### src/knsl_pkg.sv
`timescale 1ns / 1ps

package knsl_pkg;

    localparam int MAX_GROUP_DEF = 1024;
    localparam int MAX_RADIX_DEF = 32;

    // Register and field widths.
    localparam int GROUP_W  = 11;
    localparam int RADIX_W  = 6;
    localparam int MEMBER_W = 10;
    localparam int COUNT_W  = 6;
    localparam int EMIT_W   = 7;
    localparam int CFG_W    = 11;

    // The step stays below group size times radix, the offset below twice that.
    localparam int STEP_W = 17;
    localparam int OFF_W  = 18;

    localparam int RESULT_CAP = 62;

    localparam logic CFG_GROUP_SIZE = 1'b0;
    localparam logic CFG_RADIX      = 1'b1;

    typedef enum logic [1:0] {
        ST_IDLE,
        ST_WALK,
        ST_FINISH
    } t_state;

    typedef struct packed {
        logic start;
        logic advance;
        logic take;
        logic finish;
    } t_cmd;

    typedef struct packed {
        logic done;
        logic hit;
        logic pend_valid;
        logic out_free;
    } t_status;

endpackage

### src/knsl_ctrl.sv
`timescale 1ns / 1ps

module knsl_ctrl (
    input  logic             i_clk,
    input  logic             i_rst_n,
    input  logic             i_in_valid,
    input  knsl_pkg::t_status i_status,
    output logic             o_in_stall,
    output knsl_pkg::t_cmd   o_cmd
);

    knsl_pkg::t_state r_state;
    knsl_pkg::t_state n_state;

    always_ff @(posedge i_clk) begin
        if (!i_rst_n) begin
            r_state <= knsl_pkg::ST_IDLE;
        end else begin
            r_state <= n_state;
        end
    end

    always_comb begin
        n_state = r_state;
        case (r_state)
            knsl_pkg::ST_IDLE: begin
                if (i_in_valid) begin
                    n_state = knsl_pkg::ST_WALK;
                end
            end
            knsl_pkg::ST_WALK: begin
                if (i_status.done) begin
                    n_state = knsl_pkg::ST_FINISH;
                end
            end
            knsl_pkg::ST_FINISH: begin
                if (i_status.out_free) begin
                    n_state = knsl_pkg::ST_IDLE;
                end
            end
            default: begin
                n_state = knsl_pkg::ST_IDLE;
            end
        endcase
    end

    always_comb begin
        o_cmd      = '0;
        o_in_stall = 1'b1;
        case (r_state)
            knsl_pkg::ST_IDLE: begin
                o_in_stall  = 1'b0;
                o_cmd.start = i_in_valid;
            end
            knsl_pkg::ST_WALK: begin
                if (!i_status.done) begin
                    if (i_status.hit) begin
                        // A new peer displaces the held one, which needs the output free.
                        if (!i_status.pend_valid || i_status.out_free) begin
                            o_cmd.take    = 1'b1;
                            o_cmd.advance = 1'b1;
                        end
                    end else begin
                        o_cmd.advance = 1'b1;
                    end
                end
            end
            knsl_pkg::ST_FINISH: begin
                o_cmd.finish = i_status.out_free;
            end
            default: begin
                o_cmd = '0;
            end
        endcase
    end

    assert property (@(posedge i_clk) disable iff (!i_rst_n)
        (r_state == knsl_pkg::ST_IDLE && i_in_valid) |=> (r_state == knsl_pkg::ST_WALK))
        else $error("accepted request did not start a walk");

    assert property (@(posedge i_clk) disable iff (!i_rst_n)
        o_cmd.finish |=> (r_state == knsl_pkg::ST_IDLE))
        else $error("final beat sent but controller not idle");

endmodule

### src/knsl_dpath.sv
`timescale 1ns / 1ps

module knsl_dpath #(
    parameter int MAX_GROUP = knsl_pkg::MAX_GROUP_DEF,
    parameter int MAX_RADIX = knsl_pkg::MAX_RADIX_DEF
) (
    input  logic                          i_clk,
    input  logic                          i_rst_n,
    input  logic                          i_cfg_we,
    input  logic                          i_cfg_index,
    input  logic [knsl_pkg::CFG_W-1:0]    i_cfg_data,
    input  logic [knsl_pkg::MEMBER_W-1:0] i_member_index,
    input  logic                          i_out_stall,
    input  knsl_pkg::t_cmd                i_cmd,
    output knsl_pkg::t_status             o_status,
    output logic                          o_out_valid,
    output logic [knsl_pkg::MEMBER_W-1:0] o_source_index,
    output logic [knsl_pkg::COUNT_W-1:0]  o_source_count,
    output logic                          o_last,
    output logic                          o_none_found
);

    localparam int GW = knsl_pkg::GROUP_W;
    localparam int KW = knsl_pkg::RADIX_W;
    localparam int SW = knsl_pkg::STEP_W;
    localparam int OW = knsl_pkg::OFF_W;
    localparam int MW = knsl_pkg::MEMBER_W;
    localparam int CW = knsl_pkg::COUNT_W;
    localparam int EW = knsl_pkg::EMIT_W;

    logic [GW-1:0] r_group_size;
    logic [KW-1:0] r_radix;

    logic [MW-1:0] r_member;
    logic [SW-1:0] r_step;
    logic [KW-1:0] r_digit;
    logic [OW-1:0] r_off;
    logic [EW-1:0] r_n;

    logic          r_pend_valid;
    logic [MW-1:0] r_pend_src;
    logic [CW-1:0] r_pend_cnt;

    logic          r_out_valid;
    logic [MW-1:0] r_out_src;
    logic [CW-1:0] r_out_cnt;
    logic          r_out_last;
    logic          r_out_none;

    logic [GW-1:0]    g_eff;
    logic [KW-1:0]    k_eff;
    logic [OW-1:0]    src_full;
    logic [KW-1:0]    n_digit;
    logic [SW+KW-1:0] step_prod;
    logic [EW-1:0]    n_count;
    logic             out_free;

    // Out-of-range settings saturate, and a radix below two walks as two.
    always_comb begin
        if ({{(32-GW){1'b0}}, r_group_size} > MAX_GROUP) begin
            g_eff = GW'(MAX_GROUP);
        end else begin
            g_eff = r_group_size;
        end
        if (r_radix < KW'(2)) begin
            k_eff = KW'(2);
        end else if ({{(32-KW){1'b0}}, r_radix} > MAX_RADIX) begin
            k_eff = KW'(MAX_RADIX);
        end else begin
            k_eff = r_radix;
        end
    end

    // A peer below the offset wraps round by the group size.
    always_comb begin
        if ({{(OW-MW){1'b0}}, r_member} >= r_off) begin
            src_full = {{(OW-MW){1'b0}}, r_member} - r_off;
        end else begin
            src_full = {{(OW-MW){1'b0}}, r_member} + {{(OW-GW){1'b0}}, g_eff} - r_off;
        end
    end

    assign n_digit   = r_digit + KW'(1);
    assign step_prod = r_step * k_eff;
    assign n_count   = r_n + EW'(1);
    assign out_free  = !r_out_valid || !i_out_stall;

    assign o_status.done       = (r_off >= {{(OW-GW){1'b0}}, g_eff}) ||
                                 (r_n == EW'(knsl_pkg::RESULT_CAP));
    assign o_status.hit        = src_full < {{(OW-GW){1'b0}}, g_eff};
    assign o_status.pend_valid = r_pend_valid;
    assign o_status.out_free   = out_free;

    always_ff @(posedge i_clk) begin
        if (!i_rst_n) begin
            r_group_size <= GW'(1);
            r_radix      <= KW'(2);
        end else if (i_cfg_we) begin
            case (i_cfg_index)
                knsl_pkg::CFG_GROUP_SIZE: r_group_size <= i_cfg_data[GW-1:0];
                knsl_pkg::CFG_RADIX:      r_radix      <= i_cfg_data[KW-1:0];
                default: begin
                end
            endcase
        end
    end

    always_ff @(posedge i_clk) begin
        if (!i_rst_n) begin
            r_member <= '0;
            r_step   <= '0;
            r_digit  <= '0;
            r_off    <= '0;
            r_n      <= '0;
        end else if (i_cmd.start) begin
            r_member <= i_member_index;
            r_step   <= SW'(1);
            r_digit  <= KW'(1);
            r_off    <= OW'(1);
            r_n      <= '0;
        end else begin
            if (i_cmd.advance) begin
                if (n_digit >= k_eff) begin
                    r_digit <= KW'(1);
                    r_step  <= step_prod[SW-1:0];
                    r_off   <= OW'(step_prod);
                end else begin
                    r_digit <= n_digit;
                    r_off   <= r_off + {{(OW-SW){1'b0}}, r_step};
                end
            end
            if (i_cmd.take) begin
                r_n <= n_count;
            end
        end
    end

    // One peer is held back so that the last mark can go on the final beat.
    always_ff @(posedge i_clk) begin
        if (!i_rst_n) begin
            r_pend_valid <= 1'b0;
        end else if (i_cmd.start || i_cmd.finish) begin
            r_pend_valid <= 1'b0;
        end else if (i_cmd.take) begin
            r_pend_valid <= 1'b1;
        end
    end

    always_ff @(posedge i_clk) begin
        if (i_cmd.take) begin
            r_pend_src <= src_full[MW-1:0];
            r_pend_cnt <= n_count[CW-1:0];
        end
    end

    always_ff @(posedge i_clk) begin
        if (!i_rst_n) begin
            r_out_valid <= 1'b0;
        end else if ((i_cmd.take && r_pend_valid) || i_cmd.finish) begin
            r_out_valid <= 1'b1;
        end else if (!i_out_stall) begin
            r_out_valid <= 1'b0;
        end
    end

    always_ff @(posedge i_clk) begin
        if (i_cmd.finish) begin
            r_out_src  <= r_pend_valid ? r_pend_src : '0;
            r_out_cnt  <= r_pend_valid ? r_pend_cnt : '0;
            r_out_last <= 1'b1;
            r_out_none <= !r_pend_valid;
        end else if (i_cmd.take && r_pend_valid) begin
            r_out_src  <= r_pend_src;
            r_out_cnt  <= r_pend_cnt;
            r_out_last <= 1'b0;
            r_out_none <= 1'b0;
        end
    end

    assign o_out_valid    = r_out_valid;
    assign o_source_index = r_out_src;
    assign o_source_count = r_out_cnt;
    assign o_last         = r_out_last;
    assign o_none_found   = r_out_none;

    assert property (@(posedge i_clk) disable iff (!i_rst_n)
        (i_cmd.finish || (i_cmd.take && r_pend_valid)) |-> out_free)
        else $error("output beat overwritten while stalled");

    assert property (@(posedge i_clk) disable iff (!i_rst_n)
        i_cmd.take |-> (o_status.hit && !o_status.done))
        else $error("peer taken that the walk did not find");

    assert property (@(posedge i_clk) disable iff (!i_rst_n)
        r_n <= EW'(knsl_pkg::RESULT_CAP))
        else $error("peer count passed the result cap");

endmodule

### src/k_nomial_source_list_top.sv
`timescale 1ns / 1ps

// Lists, for one member index, the peers it polls in a k-nomial tree of the
// configured group size and radix, one beat per peer with a running count and
// a last mark; an empty list gives a single beat flagged none_found. One
// request at a time is handled: the walk tries one offset per cycle unless a
// found peer must wait for the held one to leave a stalled output, and a new
// request is taken only once the final beat of the last one is in the output
// register.
module k_nomial_source_list_top #(
    parameter int MAX_GROUP = knsl_pkg::MAX_GROUP_DEF,
    parameter int MAX_RADIX = knsl_pkg::MAX_RADIX_DEF
) (
    input  logic                          i_clk,
    input  logic                          i_rst_n,
    input  logic                          i_cfg_we,
    input  logic                          i_cfg_index,
    input  logic [knsl_pkg::CFG_W-1:0]    i_cfg_data,
    input  logic                          i_in_valid,
    output logic                          o_in_stall,
    input  logic [knsl_pkg::MEMBER_W-1:0] i_member_index,
    output logic                          o_out_valid,
    input  logic                          i_out_stall,
    output logic [knsl_pkg::MEMBER_W-1:0] o_source_index,
    output logic [knsl_pkg::COUNT_W-1:0]  o_source_count,
    output logic                          o_last,
    output logic                          o_none_found
);

    knsl_pkg::t_cmd    cmd;
    knsl_pkg::t_status status;

    knsl_ctrl u_ctrl (
        .i_clk      (i_clk),
        .i_rst_n    (i_rst_n),
        .i_in_valid (i_in_valid),
        .i_status   (status),
        .o_in_stall (o_in_stall),
        .o_cmd      (cmd)
    );

    knsl_dpath #(
        .MAX_GROUP (MAX_GROUP),
        .MAX_RADIX (MAX_RADIX)
    ) u_dpath (
        .i_clk          (i_clk),
        .i_rst_n        (i_rst_n),
        .i_cfg_we       (i_cfg_we),
        .i_cfg_index    (i_cfg_index),
        .i_cfg_data     (i_cfg_data),
        .i_member_index (i_member_index),
        .i_out_stall    (i_out_stall),
        .i_cmd          (cmd),
        .o_status       (status),
        .o_out_valid    (o_out_valid),
        .o_source_index (o_source_index),
        .o_source_count (o_source_count),
        .o_last         (o_last),
        .o_none_found   (o_none_found)
    );

endmodule

### config.mk
export PLATFORM = sky130hd
export DESIGN_NAME = k_nomial_source_list_top
export DESIGN_NICKNAME = d
export VERILOG_FILES = /design/src/knsl_pkg.sv /design/src/knsl_ctrl.sv /design/src/knsl_dpath.sv /design/src/k_nomial_source_list_top.sv
export SDC_FILE = /design/constraint.sdc
export NUM_CORES = 1
export LEC_CHECK = 0
export BUFFER_PORTS_ARGS = -buffer_cell sky130_fd_sc_hd__buf_2
export CAP_MARGIN = 10
export CORE_MARGIN = 4
export CORE_UTILIZATION = 55
export DETAILED_ROUTE_END_ITERATION = 16
export GPL_ROUTABILITY_DRIVEN = 1
export PLACE_DENSITY = 0.73
export SYNTH_ARGS = -nofsm -noshare
export SYNTH_HDL_FRONTEND = slang
export SYNTH_SLANG_ARGS = --single-unit
export TNS_END_PERCENT = 20
### constraint.sdc
create_clock -name i_clk -period 10.9 [get_ports i_clk]
set_input_delay 0.545 -clock i_clk [delete_from_list [all_inputs] [get_ports i_clk]]
set_output_delay 0.545 -clock i_clk [all_outputs]
set_load 0.02 [all_outputs]
# Yosys cells after proc, flatten, opt, wreduce, memory -nomap -nowiden
# Cells that the tools add are included.
word_totals:
  register_bits: 113
  in_bits: 27
  output_inout_bits: 20
op_classes:
  n_eq_ne: 7
  n_bitwise: 2
  magnitude_cmp: 7
  mul: 1
  n_addsub: 6
  n_reduce_logical: 20
  muxes: 35
ops:
  columns: ["op", "n"]
  rows:
  - ["$mux 18", 2]
  - ["$mux 6", 6]
  - ["$mux 10", 3]
  - ["$add 18x17->18", 1]
  - ["$ge 10x18->1", 1]
  - ["$ge 18x11->1", 1]
  - ["$lt 18x11->1", 1]
  - ["$mul 17x6->18", 1]
  - ["$sub 10x18->18", 1]
  - ["$sub 12x18->18", 1]
  - ["$mux 1", 16]
  - ["$add 10x11->12", 1]
  - ["$mux 2", 6]
  - ["$gt 11x11->1 const B", 1]
  - ["$mux 11", 1]
  - ["$reduce_and 2->1", 4]
  - ["$add 7x1->7 const B", 1]
  - ["$eq 7x6->1 const B", 1]
  - ["$add 6x1->6 const B", 1]
  - ["$ge 6x6->1", 1]
  - ["$gt 6x6->1 const B", 1]
  - ["$lt 6x2->1 const B", 1]
  - ["$ne 2x1->1 const B", 3]
  - ["$pmux 2 s3", 1]
  - ["11 further kinds", 21]

# Logic depth before layout (Yosys ltp)
# Gate-level depths: netlist of the first run.
depth:
  ltp_word: 12
  mapped_depth: 27

# Cells and area by module
# From an unflattened synthesis of the first run, not the netlist that was laid out.
unflattened:
  cells_unflattened: 1166
  hier_area_um2: 10058.4
modules_own_cells:
  columns: ["module", "cells_per_inst", "area_per_inst_um2", "seq_area_each_um2", "instances"]
  rows:
  - ["knsl_dpath", 1147, 9910.8, 2552.4, 1]
  - ["knsl_ctrl", 19, 147.6, 40.0, 1]

# Least setup slack after synthesis of the first run
# No wires, ideal clock.
synth_timing:
  kind: "register to register"
  startpoint: "register u_dpath.r_group_size[10]"
  endpoint: "register u_dpath.r_pend_cnt[0] (enable)"
  t_arrival_ns: 5.518
  required_time_ns: 10.491
  path_stages_with_launch: 22
  path_slack_ns: 4.973
  period_less_slack_ns: 5.927
  cell_sequence: "dfxtp_1 > clkinv_1 > nand2_1 > fa_1 > inv_1 > ha_1 > a21o_1 > a21oi_1 > o21ai_0 > a21o_1 > a21oi_1 > xor2_1 > a21oi_1 > ha_1 > a21o_1 > a211oi_1 > o211ai_1 > a311o_1 > a21oi_1 > nand3_1 > or3_1 > nor3_1"
synth_rtl:
  columns: ["item", "line", "source"]
  rows:
  - ["start, declared", "knsl_dpath.sv:31", "logic [GW-1:0] r_group_size;"]
  - ["start signal, assigned", "knsl_dpath.sv:100", "knsl_pkg::CFG_GROUP_SIZE: r_group_size <= i_cfg_data[GW-1:0];"]
  - ["end signal, assigned", "knsl_dpath.sv:152", "r_pend_cnt <= n_count[CW-1:0];"]
  - ["end, declared", "knsl_dpath.sv:42", "logic [CW-1:0] r_pend_cnt;"]

# Final worst setup path of the first run
layout_timing:
  startpoint: "register u_dpath.r_group_size[10]"
  endpoint: "register u_dpath.r_out_src[2], in the netlist u_dpath.o_source_index[2] (enable)"
layout_between:
  elab_chain_len: 11
layout_lines:
  columns: ["item", "line", "source"]
  rows:
  - ["$gt 11x11->1", "knsl_dpath.sv:60", "if ({{(32-GW){1'b0}}, r_group_size} > MAX_GROUP) begin"]
  - ["$mux 11 (*)", "knsl_dpath.sv:60", null]
  - ["$add 10x11->12", "knsl_dpath.sv:79", "src_full = {{(OW-MW){1'b0}}, r_member} + {{(OW-GW){1'b0}}, g_eff} - r_off;"]
  - ["$sub 12x18->18", "knsl_dpath.sv:79", null]
  - ["$mux 18", "knsl_dpath.sv:76", "if ({{(OW-MW){1'b0}}, r_member} >= r_off) begin"]
  - ["$lt 18x11->1", "knsl_dpath.sv:90", "assign o_status.hit = src_full < {{(OW-GW){1'b0}}, g_eff};"]
  - ["$mux 1", "knsl_ctrl.sv:57", "if (i_status.hit) begin"]
  - ["$mux 2 (*)", "knsl_ctrl.sv:56", "if (!i_status.done) begin"]
  - ["$mux 2 (*)", "knsl_ctrl.sv:50", "case (r_state)"]
  - ["$logic_and 1x1->1 (*)", "knsl_dpath.sv:172", "end else if (i_cmd.take && r_pend_valid) begin"]
  - ["$reduce_bool 2->1 (no line) (*)", null, null]
  - ["end signal, assigned", "knsl_dpath.sv:168", "r_out_src <= r_pend_valid ? r_pend_src : '0;"]
  - ["end signal, assigned", "knsl_dpath.sv:173", "r_out_src <= r_pend_src;"]
  - ["end, declared", "knsl_dpath.sv:45", "logic [MW-1:0] r_out_src;"]
# Every way passes the cells marked *; elsewhere a longest branch is shown, timed or not.
# A chain may end at the register's enable or synchronous reset.

==> results of run 1 <==
-- Yosys cell counts (3+ instances only) --
master    number
nand2_1      165
or3_1          6
nand3b_1       3
mux2i_1       25
and2_1        32
ha_1          99
o21ai_0       47
dfxtp_1       80
or2_2          7
o211ai_1       6
a31oi_1        7
nand3_1       26
edfxtp_1      33
xnor2_1       37
o31ai_1        3
a211oi_1      14
nand4_1        4
nor2_1        77
nor2b_1       35
nor3_1        15
and3_1         8
or4_1          5
o211a_1        3
fa_1          65
inv_1        126
o31a_1         3
a31o_2         3
a31o_1         3
xor2_1        21
a21o_1        20
nand2b_1      12
o21a_1        10
clkbuf_1      33
a21oi_1       81
-- kinds of logic (layout without fill, tap and decap cells) --
group / Yosys count / count (layout)
fa+ha+maj: 164 / 164
compound gates: 229 / 229
buf+inv: 164 / 213
simple gates: 410 / 410
mux: 28 / 28
flops: 113 / 113
xor+xnor: 58 / 58
-- where the power goes --
part	leakage, nW	switching (mW)	total [mW]	internal [mW]
Clock	0.261	0.208	0.545	0.337
Combinational	3.55	0.514	0.834	0.320
Sequential	0.946	0.0266	0.503	0.476
-- through the flow --
step	std cells	cell area, um2	hold WS (ns)
after global placement	1411	10440	0.4429
after global routing	1444	11040	0.3516
after detailed placement	1411	10440	0.4466
final	1444	11040	0.3653
after CTS	1443	11030	0.3478
after floorplan	1166	10020	0.4319
-- routing by layer --
metal,vias to the layer above,routed length (um)
met5,-,0
met4,0,295
met3,25,1369
met2,188,11770
met1,3899,11160
li1,3996,-
-- worst max-delay path: cells and delay by family (launching register included) --
kind | cells | cell delay, ns
adders and majority gates | 3 | 1.05
AOI/OAI and AO/OA | 7 | 1.59
and+or+nand+nor | 12 | 2.56
DFF | 1 | 0.41
buffers and inverters | 2 | 0.34
-- flip-flops by register name, summed over array words and instances (netlist names) --
register and count:
u_dpath.r_off 18, u_dpath.r_step 17, u_dpath.r_group_size 11, u_dpath.o_source_index 10, u_dpath.r_member 10, u_dpath.r_pend_src 10, u_dpath.r_n 7, u_dpath.o_source_count 6
u_dpath.r_digit 6, u_dpath.r_pend_cnt 6, u_dpath.r_radix 6, u_ctrl.r_state 2, u_dpath.o_last 1, u_dpath.o_none_found 1, u_dpath.o_out_valid 1, u_dpath.r_pend_valid 1
-- layout make-up --
| cell class | count | area (um2) | area share |
|---|---|---|---|
| clock buffers | 17 | 425.4 | 0.03853 |
| well taps | 229 | 286.5 | 0.02595 |
| repair buffers | 54 | 294.0 | 0.02663 |
| clock inverters | 15 | 160.2 | 0.01451 |
| inverters | 127 | 476.7 | 0.04318 |
| flip-flops and latches | 113 | 2592 | 0.2348 |
| multi-input cells | 889 | 6805 | 0.6164 |
-- path summary, 6_finish.rpt --
kind	slack [ns]	endpoint	depth (start not counted)	startpoint
hold reg to reg	0.46	u_dpath.r_member[0]$_SDFFE_PN0P_	2	u_dpath.r_member[0]$_SDFFE_PN0P_
hold / removal	0.37	u_dpath.r_group_size[0]$_SDFFE_PN1P_	3	i_cfg_data[0]
setup reg to reg	4.54	u_dpath.o_source_index[2]$_DFFE_PP_	24	u_dpath.r_group_size[10]$_SDFFE_PN0P_
setup / recovery	4.54	u_dpath.o_source_index[2]$_DFFE_PP_	24	u_dpath.r_group_size[10]$_SDFFE_PN0P_
==> run summary, run 1 <==
Cell variety after synth: 71
RSZ-0062 raised after global routing: false
Setup WS post-layout: 4.544 ns
Run status: complete, no violations
Routability cong.: 0.9603
EDFF count, synth: 33
Wire per inst: 17.03 um
Crit-path most repeated cell: nand2_1
Grt met3 use: 0.06095
DRC: 0
Hold_buf cts: 0
DR iter-0 viols: 390
Peak supply drop: 0.0001997 V
Post-synthesis compound-gate area fraction: 0.1487
N_diodes: 0
Static leakage: 4.755 nW
Async S/R FF share, synth: 0
Post_cts resized: 0
Commonest non-fill, non-tap cell in the layout: nand2_1
Slew Limit Fails: 0
Tot Pwr: 1.882 mW
Via/cell ratio: 5.615
Layout Skew: 0.01067 ns
Site row count: 49
Met2 usage in global routing: 0.4186
CTS Sinks: 113
Port Buf Inserts: 46
Max Cap Viol: 0
Die Area: 20440 um2
FF+latch count, synth: 113
Die W: 143.0 um
Setup Viol. Count Final: 0
Crit Path Max Fanout: 17
Largest family of logic cells by synthesized area: adder cells
I/O pins: 47
CTS buffer count: 17
Synthesized cell area: 10020 um2
GR Util met1: 0.3364
Crit path arrival time: 6.40 ns
Share of layout cells above drive strength 1: 0.09383
Dpl ws: 4.654 ns
Clock buffer depth: 2
Final Hold Vio Count: 0
Setup crit end kind: flip-flop
Layout net count: 1393
GRT overflow: 0
DP Wirelength: 19.44 mm
Antenna violations before repair: 1
Relative slew slack: 0.2192
WL final: 24.60 mm
Post-CTS Setup Inserts: 0
Core Area: 17960 um2
H-tree levels: 4
Fill cell count: 1563
Power Density: 170.5 nW/um2
GR peak layer: met2
Slowest CP cell: nand2_1
Final Core Density: 0.6146
Post-Synth Adder-Cell Area: 0.2535
Area grow syn2layout: 10.20%
Req. time, crit path: 10.94 ns
Vias in the first global route: 8218
Leading register cell type out of synthesis: dfxtp_1
Critical path class: flip-flop to flip-flop
Synth Area per Inst: 8.592 um2
Mux cell area share after synthesis: 0.02872
Tcrit/Tclk final: 0.5831
First-pass GRT wire length: 41.06 mm
Mapped Nets: 1357
All-Layer GR Usage: 0.2539
Fin Setup TNS: 0 ns
Post-DRT Antenna Nets: 0
Most frequent cells in the layout: nand2_1, inv_1, ha_1
Post-Synthesis Cells: 1166
Slew @ Worst Pin: 1.169 ns
Initial Utilization: 0.5577
Worst hold path class: primary input to flip-flop
Crit-path max cell delay: 0.54 ns
Fmax: 157.3 MHz
Die Ht: 143.0 um
Largest net degree at the start of global routing: 37
Worst setup SP type: flip-flop
Top post-synthesis cells by area: dfxtp_1, fa_1, ha_1, edfxtp_1, nand2_1
Post-synth top area cell: dfxtp_1
Worst-path clk slew: 0.05 ns
Via count: 8108
Post-synth top area share: 0.1599
Crit-path cells: clkinv_1, nand2_1, fa_1, inv_1, ha_1, a21oi_1, nor2b_1, nor3_1, nor2_1, o31ai_1, nand2b_1, nand3_1, o21ai_0, ha_1, and3_1, nand3_1, nand2b_1, o211ai_1, a311o_1, a21oi_1, o2111ai_2, nor4_4, nand2_1, nand2_1
Worst-skew pair later-pin latency: 0.41 ns
Sequential fraction of the synthesis area: 0.2588
YS warnings: 0
DRT Pass-1 Iters: 5
Fin crit period: 6.356 ns
CTS tree: done
XOR/XNOR Fraction of Synth Area: 0.05071
Clock Tree Root: clkbuf_16
Synth Area in Simple Gates: 0.1963
Power figures use the tool's default switching activity.
==> run 2: changes to the inputs <==
PLACE_DENSITY = 0.75   (was 0.73)
clock period = 5.5 ns   (was 10.9 ns; I/O delays follow)
==> run summary, run 2 (same netlist as run 1, synthesis figures left out) <==
Worst-path clk slew: 0.06 ns
Clock buffer depth: 2
Routability cong.: 0.9518
Slew @ Worst Pin: 1.012 ns
Psw: 1.548 mW
WL final: 24.95 mm
Tot Pwr: 4.008 mW
Die Ht: 143.0 um
Wire length on met3: 1.576 mm
Antenna violations before repair: 1
N_diodes: 0
First-pass GRT wire length: 40.37 mm
Hold_buf cts: 0
CTS tree: done
Initial Utilization: 0.5577
Final Hold Vio Count: 0
Setup crit end kind: flip-flop
DRC: 0
Met2 wire length: 11.62 mm
Vias in the first global route: 8187
Fin crit period: 5.165 ns
Max Cap Viol: 0
Hold depth: 3
Worst setup SP type: flip-flop
Peak supply drop: 0.0002717 V
Area grow syn2layout: 14.56%
Top Layer Used: met5
Power Density: 349.2 nW/um2
Share of layout cells above drive strength 1: 0.1316
Die W: 143.0 um
Final Core Density: 0.6389
H-tree levels: 4
Worst hold path class: primary input to flip-flop
Run status: complete, no violations
Most frequent cells in the layout: nand2_1, inv_1, ha_1
Largest registers: u_dpath.r_off: 18 flops, u_dpath.r_step: 17 flops, u_dpath.r_group_size: 11 flops
Fin area: 11480 um2
Setup Viol. Count Final: 0
Max reg flops: 18
Clock Tree Root: clkbuf_16
DRT Pass-1 Iters: 5
Fill cell count: 1512
Register area: 2594 um2
Layout Skew: 0.009581 ns
GRT overflow: 0
Reg with most FFs: u_dpath.r_off
I/O pins: 47
Req. time, crit path: 5.61 ns
Die Area: 20440 um2
Static leakage: 5.003 nW
Commonest non-fill, non-tap cell in the layout: nand2_1
Site row count: 49
Via/cell ratio: 5.645
Core Area: 17960 um2
Via count: 8371
Critical path class: flip-flop to flip-flop
Crit Path Max Fanout: 17
Fin Setup TNS: 0 ns
Combinational Power Share: 0.452
Area of the multi-input gates: 6870 um2
Port Buf Inserts: 46
Wire per inst: 16.83 um
DR iter-0 viols: 452
Fmax: 193.6 MHz
CTS buffer count: 17
Largest net degree at the start of global routing: 37
Worst-skew pair later-pin latency: 0.41 ns
Layout net count: 1432
Met1 Routed Length: 11.15 mm
All-Layer GR Usage: 0.2465
Relative slew slack: 0.3226
Tcrit/Tclk final: 0.9390
DP Wirelength: 19.27 mm
Post-DRT Antenna Nets: 0
Sequential power share: 0.248
Slew Limit Fails: 0
CTS Sinks: 113
Placed Area: 10720 um2
Clock power frac: 0.300
R2R cell count: 23
Crit path arrival time: 5.27 ns
Switch share: 0.3862
Cell-internal power: 2.460 mW
run 2: cell types whose count changed in the layout (fill, tap and decap cells not counted), sizes merged:
cell	change
clkinv	+2
clkbuf	+2
bufinv	+2
buf	+38
inv	-2
clkinvlp	-3
run 2: metal layers:
| layer | up-vias | track usage |
|---|---|---|
| li1 | 4087 | - |
| met4 | 2 | 0.07604 |
| met1 | 3980 | 0.3270 |
| met5 | - | 0 |
| met3 | 55 | 0.05124 |
| met2 | 247 | 0.4065 |
run 2: through the flow:
step / std cells / worst slack, ns / hold WS, ns
3_3_place_gp: 1446 / 0.2048 / 0.4346
2_1_floorplan: 1166 / 0.03688 / 0.3987
6_report: 1483 / 0.3353 / 0.09655
5_1_grt: 1483 / -0.06079 / 0.09749
3_5_place_dp: 1446 / 0.04841 / 0.4523
4_1_cts: 1478 / 0.002034 / 0.08613
run 2: power groups by stage:
stage	Clock, mW	Sequential (mW)	Combinational, mW
floorplan	0	1.01	1.22
global route	1.25	0.999	2.00
global placement	0	1.01	1.67
finish	1.20	0.994	1.81
CTS	1.21	0.992	1.71
detailed placement	0	1.01	1.69
run 2: worst paths after layout:
check / from / endpoint / slack (ns)
setup / recovery: u_dpath.r_group_size[10]$_SDFFE_PN0P_ / u_dpath.o_source_index[4]$_DFFE_PP_ / 0.34
hold / removal: i_member_index[9] / u_dpath.r_member[9]$_SDFFE_PN0P_ / 0.1
setup reg to reg: u_dpath.r_group_size[10]$_SDFFE_PN0P_ / u_dpath.o_source_index[4]$_DFFE_PP_ / 0.34
hold reg to reg: u_dpath.r_radix[0]$_SDFFE_PN0P_ / u_dpath.r_radix[0]$_SDFFE_PN0P_ / 0.46
run 2: layout make-up:
class | instances | area share
Clock buffer | 19 | 0.03957
Multi-Input combinational cell | 889 | 0.5986
Inverter | 127 | 0.04186
Timing Repair Buffer | 92 | 0.05265
Tap cell | 229 | 0.02496
Timing Repair inverter | 1 | 0.0004361
Sequential cell | 113 | 0.2260
Clock inverter | 13 | 0.01592
run 2: timing repair:
action,CTS,global route
setup buffers,0,4
setup endpoints to repair,0,84
gates resized for setup,0,20
run 2: critical path, cell delays in order (launching register included):
cell and delay, ns:
dfxtp_2 0.34, clkinvlp_4 0.10, nand2_1 0.09, fa_1 0.56
inv_1 0.06, ha_1 0.29, a21o_1 0.19, a21oi_2 0.17
o21ai_1 0.11, a21o_1 0.21, a21oi_1 0.17, xor2_1 0.21
a21oi_2 0.10, ha_1 0.29, a21o_1 0.16, a211oi_1 0.22
o211ai_1 0.13, a311o_1 0.30, a21oi_2 0.18, o2111ai_2 0.19
nor4_4 0.32, nand2_1 0.15, nand2_1 0.11, buf_6 0.20
==> run 3: changes to the inputs <==
CORE_MARGIN = 2   (was 4)
==> run summary, run 3 (same netlist as run 1, synthesis figures left out) <==
Run status: complete, no violations
Area grow syn2layout: 14.77%
CTS Sinks: 113
Reg with most FFs: u_dpath.r_off
Critical Path Sink: u_dpath.o_source_count[4]$_DFFE_PP_
Layout net count: 1439
Core Area: 17900 um2
Vias in the first global route: 8390
Setup crit start: u_dpath.r_group_size[10]$_SDFFE_PN0P_
Psw: 1.563 mW
Final Core Density: 0.6423
Power Density: 345.9 nW/um2
Via/cell ratio: 5.613
Cell-internal power: 2.414 mW
Initial Utilization: 0.5596
Setup WS post-layout: 0.2128 ns
Fmax: 189.1 MHz
Post-DRT Antenna Nets: 0
Static leakage: 5.015 nW
Site row count: 49
Clock power frac: 0.284
GRT overflow: 0
R2R cell count: 24
Combinational Power Share: 0.466
Worst flop-to-flop path endpoint: u_dpath.o_source_count[4]$_DFFE_PP_
Critical path class: flip-flop to flip-flop
Largest net degree at the start of global routing: 37
Fin crit period: 5.287 ns
Commonest non-fill, non-tap cell in the layout: nand2_1
WL final: 25.18 mm
Crit path arrival time: 5.41 ns
Sequential power share: 0.250
Die Ht: 139.0 um
Most frequent cells in the layout: nand2_1, inv_1, ha_1
Setup Viol. Count Final: 0
Slew Limit Fails: 0
Die Area: 19310 um2
Non-filler cells, final: 1490
Wire per inst: 16.90 um
All-Layer GR Usage: 0.2665
Peak supply drop: 0.0002475 V
N_diodes: 0
Dpl ws: 0.07293 ns
Antenna violations before repair: 1
Reg2Reg Setup Slack: 0.21 ns
DP Wirelength: 19.63 mm
Worst-path clk slew: 0.06 ns
Clock Tree Root: clkbuf_16
Port Buf Inserts: 46
Relative slew slack: 0.2643
CTS tree: done
H-tree levels: 4
Tcrit/Tclk final: 0.9613
Worst hold path class: primary input to flip-flop
I/O pins: 47
Max Cap Viol: 0
Switch share: 0.3930
Largest registers: u_dpath.r_off: 18 flops, u_dpath.r_step: 17 flops, u_dpath.r_group_size: 11 flops
Slew @ Worst Pin: 1.099 ns
Worst-skew pair later-pin latency: 0.42 ns
Setup crit end kind: flip-flop
Tot Pwr: 3.978 mW
Die W: 139.0 um
DRT Pass-1 Iters: 5
Final Hold Vio Count: 0
Crit Path Max Fanout: 17
Max reg flops: 18
Reg2reg start: u_dpath.r_group_size[10]$_SDFFE_PN0P_
Share of layout cells above drive strength 1: 0.1340
Worst setup SP type: flip-flop
Via count: 8364
Inst Count DP: 1456
DR iter-0 viols: 440
DRC: 0
CTS buffer count: 17
Req. time, crit path: 5.63 ns
Clock buffer depth: 2
Layout Skew: 0.01009 ns
First-pass GRT wire length: 41.63 mm
Routability cong.: 1.033
-- run 3: worst min-delay path by stage --
stage / cells after the start / end / from
after global placement: 2 / u_dpath.r_member[0]$_SDFFE_PN0P_ / u_dpath.r_member[0]$_SDFFE_PN0P_
after CTS: 3 / u_dpath.r_member[6]$_SDFFE_PN0P_ / i_member_index[6]
after floorplan: 2 / u_dpath.r_group_size[0]$_SDFFE_PN1P_ / i_cfg_data[0]
after global routing: 3 / u_dpath.r_member[0]$_SDFFE_PN0P_ / i_member_index[0]
after detailed placement: 2 / u_dpath.r_radix[0]$_SDFFE_PN0P_ / u_dpath.r_radix[0]$_SDFFE_PN0P_
final: 3 / u_dpath.r_member[6]$_SDFFE_PN0P_ / i_member_index[6]
-- run 3: cell type report --
class | count | area (um2)
multi-input cells | 889 | 6853
fillers | 1522 | 6404
flip-flops and latches | 113 | 2592
clock inverters | 14 | 165.2
repair buffers | 100 | 685.7
well taps | 229 | 286.5
clock buffers | 18 | 439.2
inverters | 127 | 476.7
-- run 3: per-layer routing --
metal  vias to the layer above  share of wire  global-route usage
li1                       4107              -                   -
met1                      3940           0.43              0.3388
met2                       263           0.48              0.4472
met3                        52          0.069             0.06561
met4                         2          0.020             0.08772
met5                         -        0.00048                   0
-- run 3: power groups by stage --
stage          sequential (mW)  combinational [mW]  clock (mW)
2_1_floorplan             1.01                1.22           0
3_3_place_gp              1.01                1.72           0
3_5_place_dp              1.01                1.74           0
4_1_cts                  0.993                1.76        1.14
5_1_grt                  0.999                2.05        1.18
6_report                 0.994                1.85        1.13
-- run 3: worst max-delay path, cell delays in order (launching register included) --
cell	delay [ns]
dfxtp_1	0.31
inv_2	0.11
nand2_1	0.10
fa_1	0.57
inv_1	0.06
ha_1	0.29
a21o_1	0.21
a21oi_2	0.19
o21ai_1	0.12
a21o_1	0.22
a21oi_2	0.15
xor2_1	0.22
a21oi_2	0.12
ha_1	0.30
a21o_1	0.17
a211oi_2	0.24
o211ai_1	0.12
a311o_1	0.29
a21oi_2	0.17
o2111ai_2	0.16
buf_4	0.18
nor4_4	0.30
nand2_2	0.11
nand2_2	0.10
buf_12	0.15
-- run 3: repair_timing --
item	4_1_cts	5_1_grt
gates resized for setup	1	14
pin swaps	0	4
hold buffers	0	0
buffers inserted	0	2
setup endpoints to repair	17	84
-- run 3: through the flow --
| step | setup TNS (ns) | hold WS [ns] | instance area, um2 |
|---|---|---|---|
| 3_5_place_dp | 0 | 0.4525 | 10820 |
| 2_1_floorplan | 0 | 0.3987 | 10020 |
| 6_report | 0 | 0.08846 | 11500 |
| 3_3_place_gp | 0 | 0.4467 | 10820 |
| 5_1_grt | -3.004 | 0.09622 | 11500 |
| 4_1_cts | 0 | 0.07731 | 11430 |
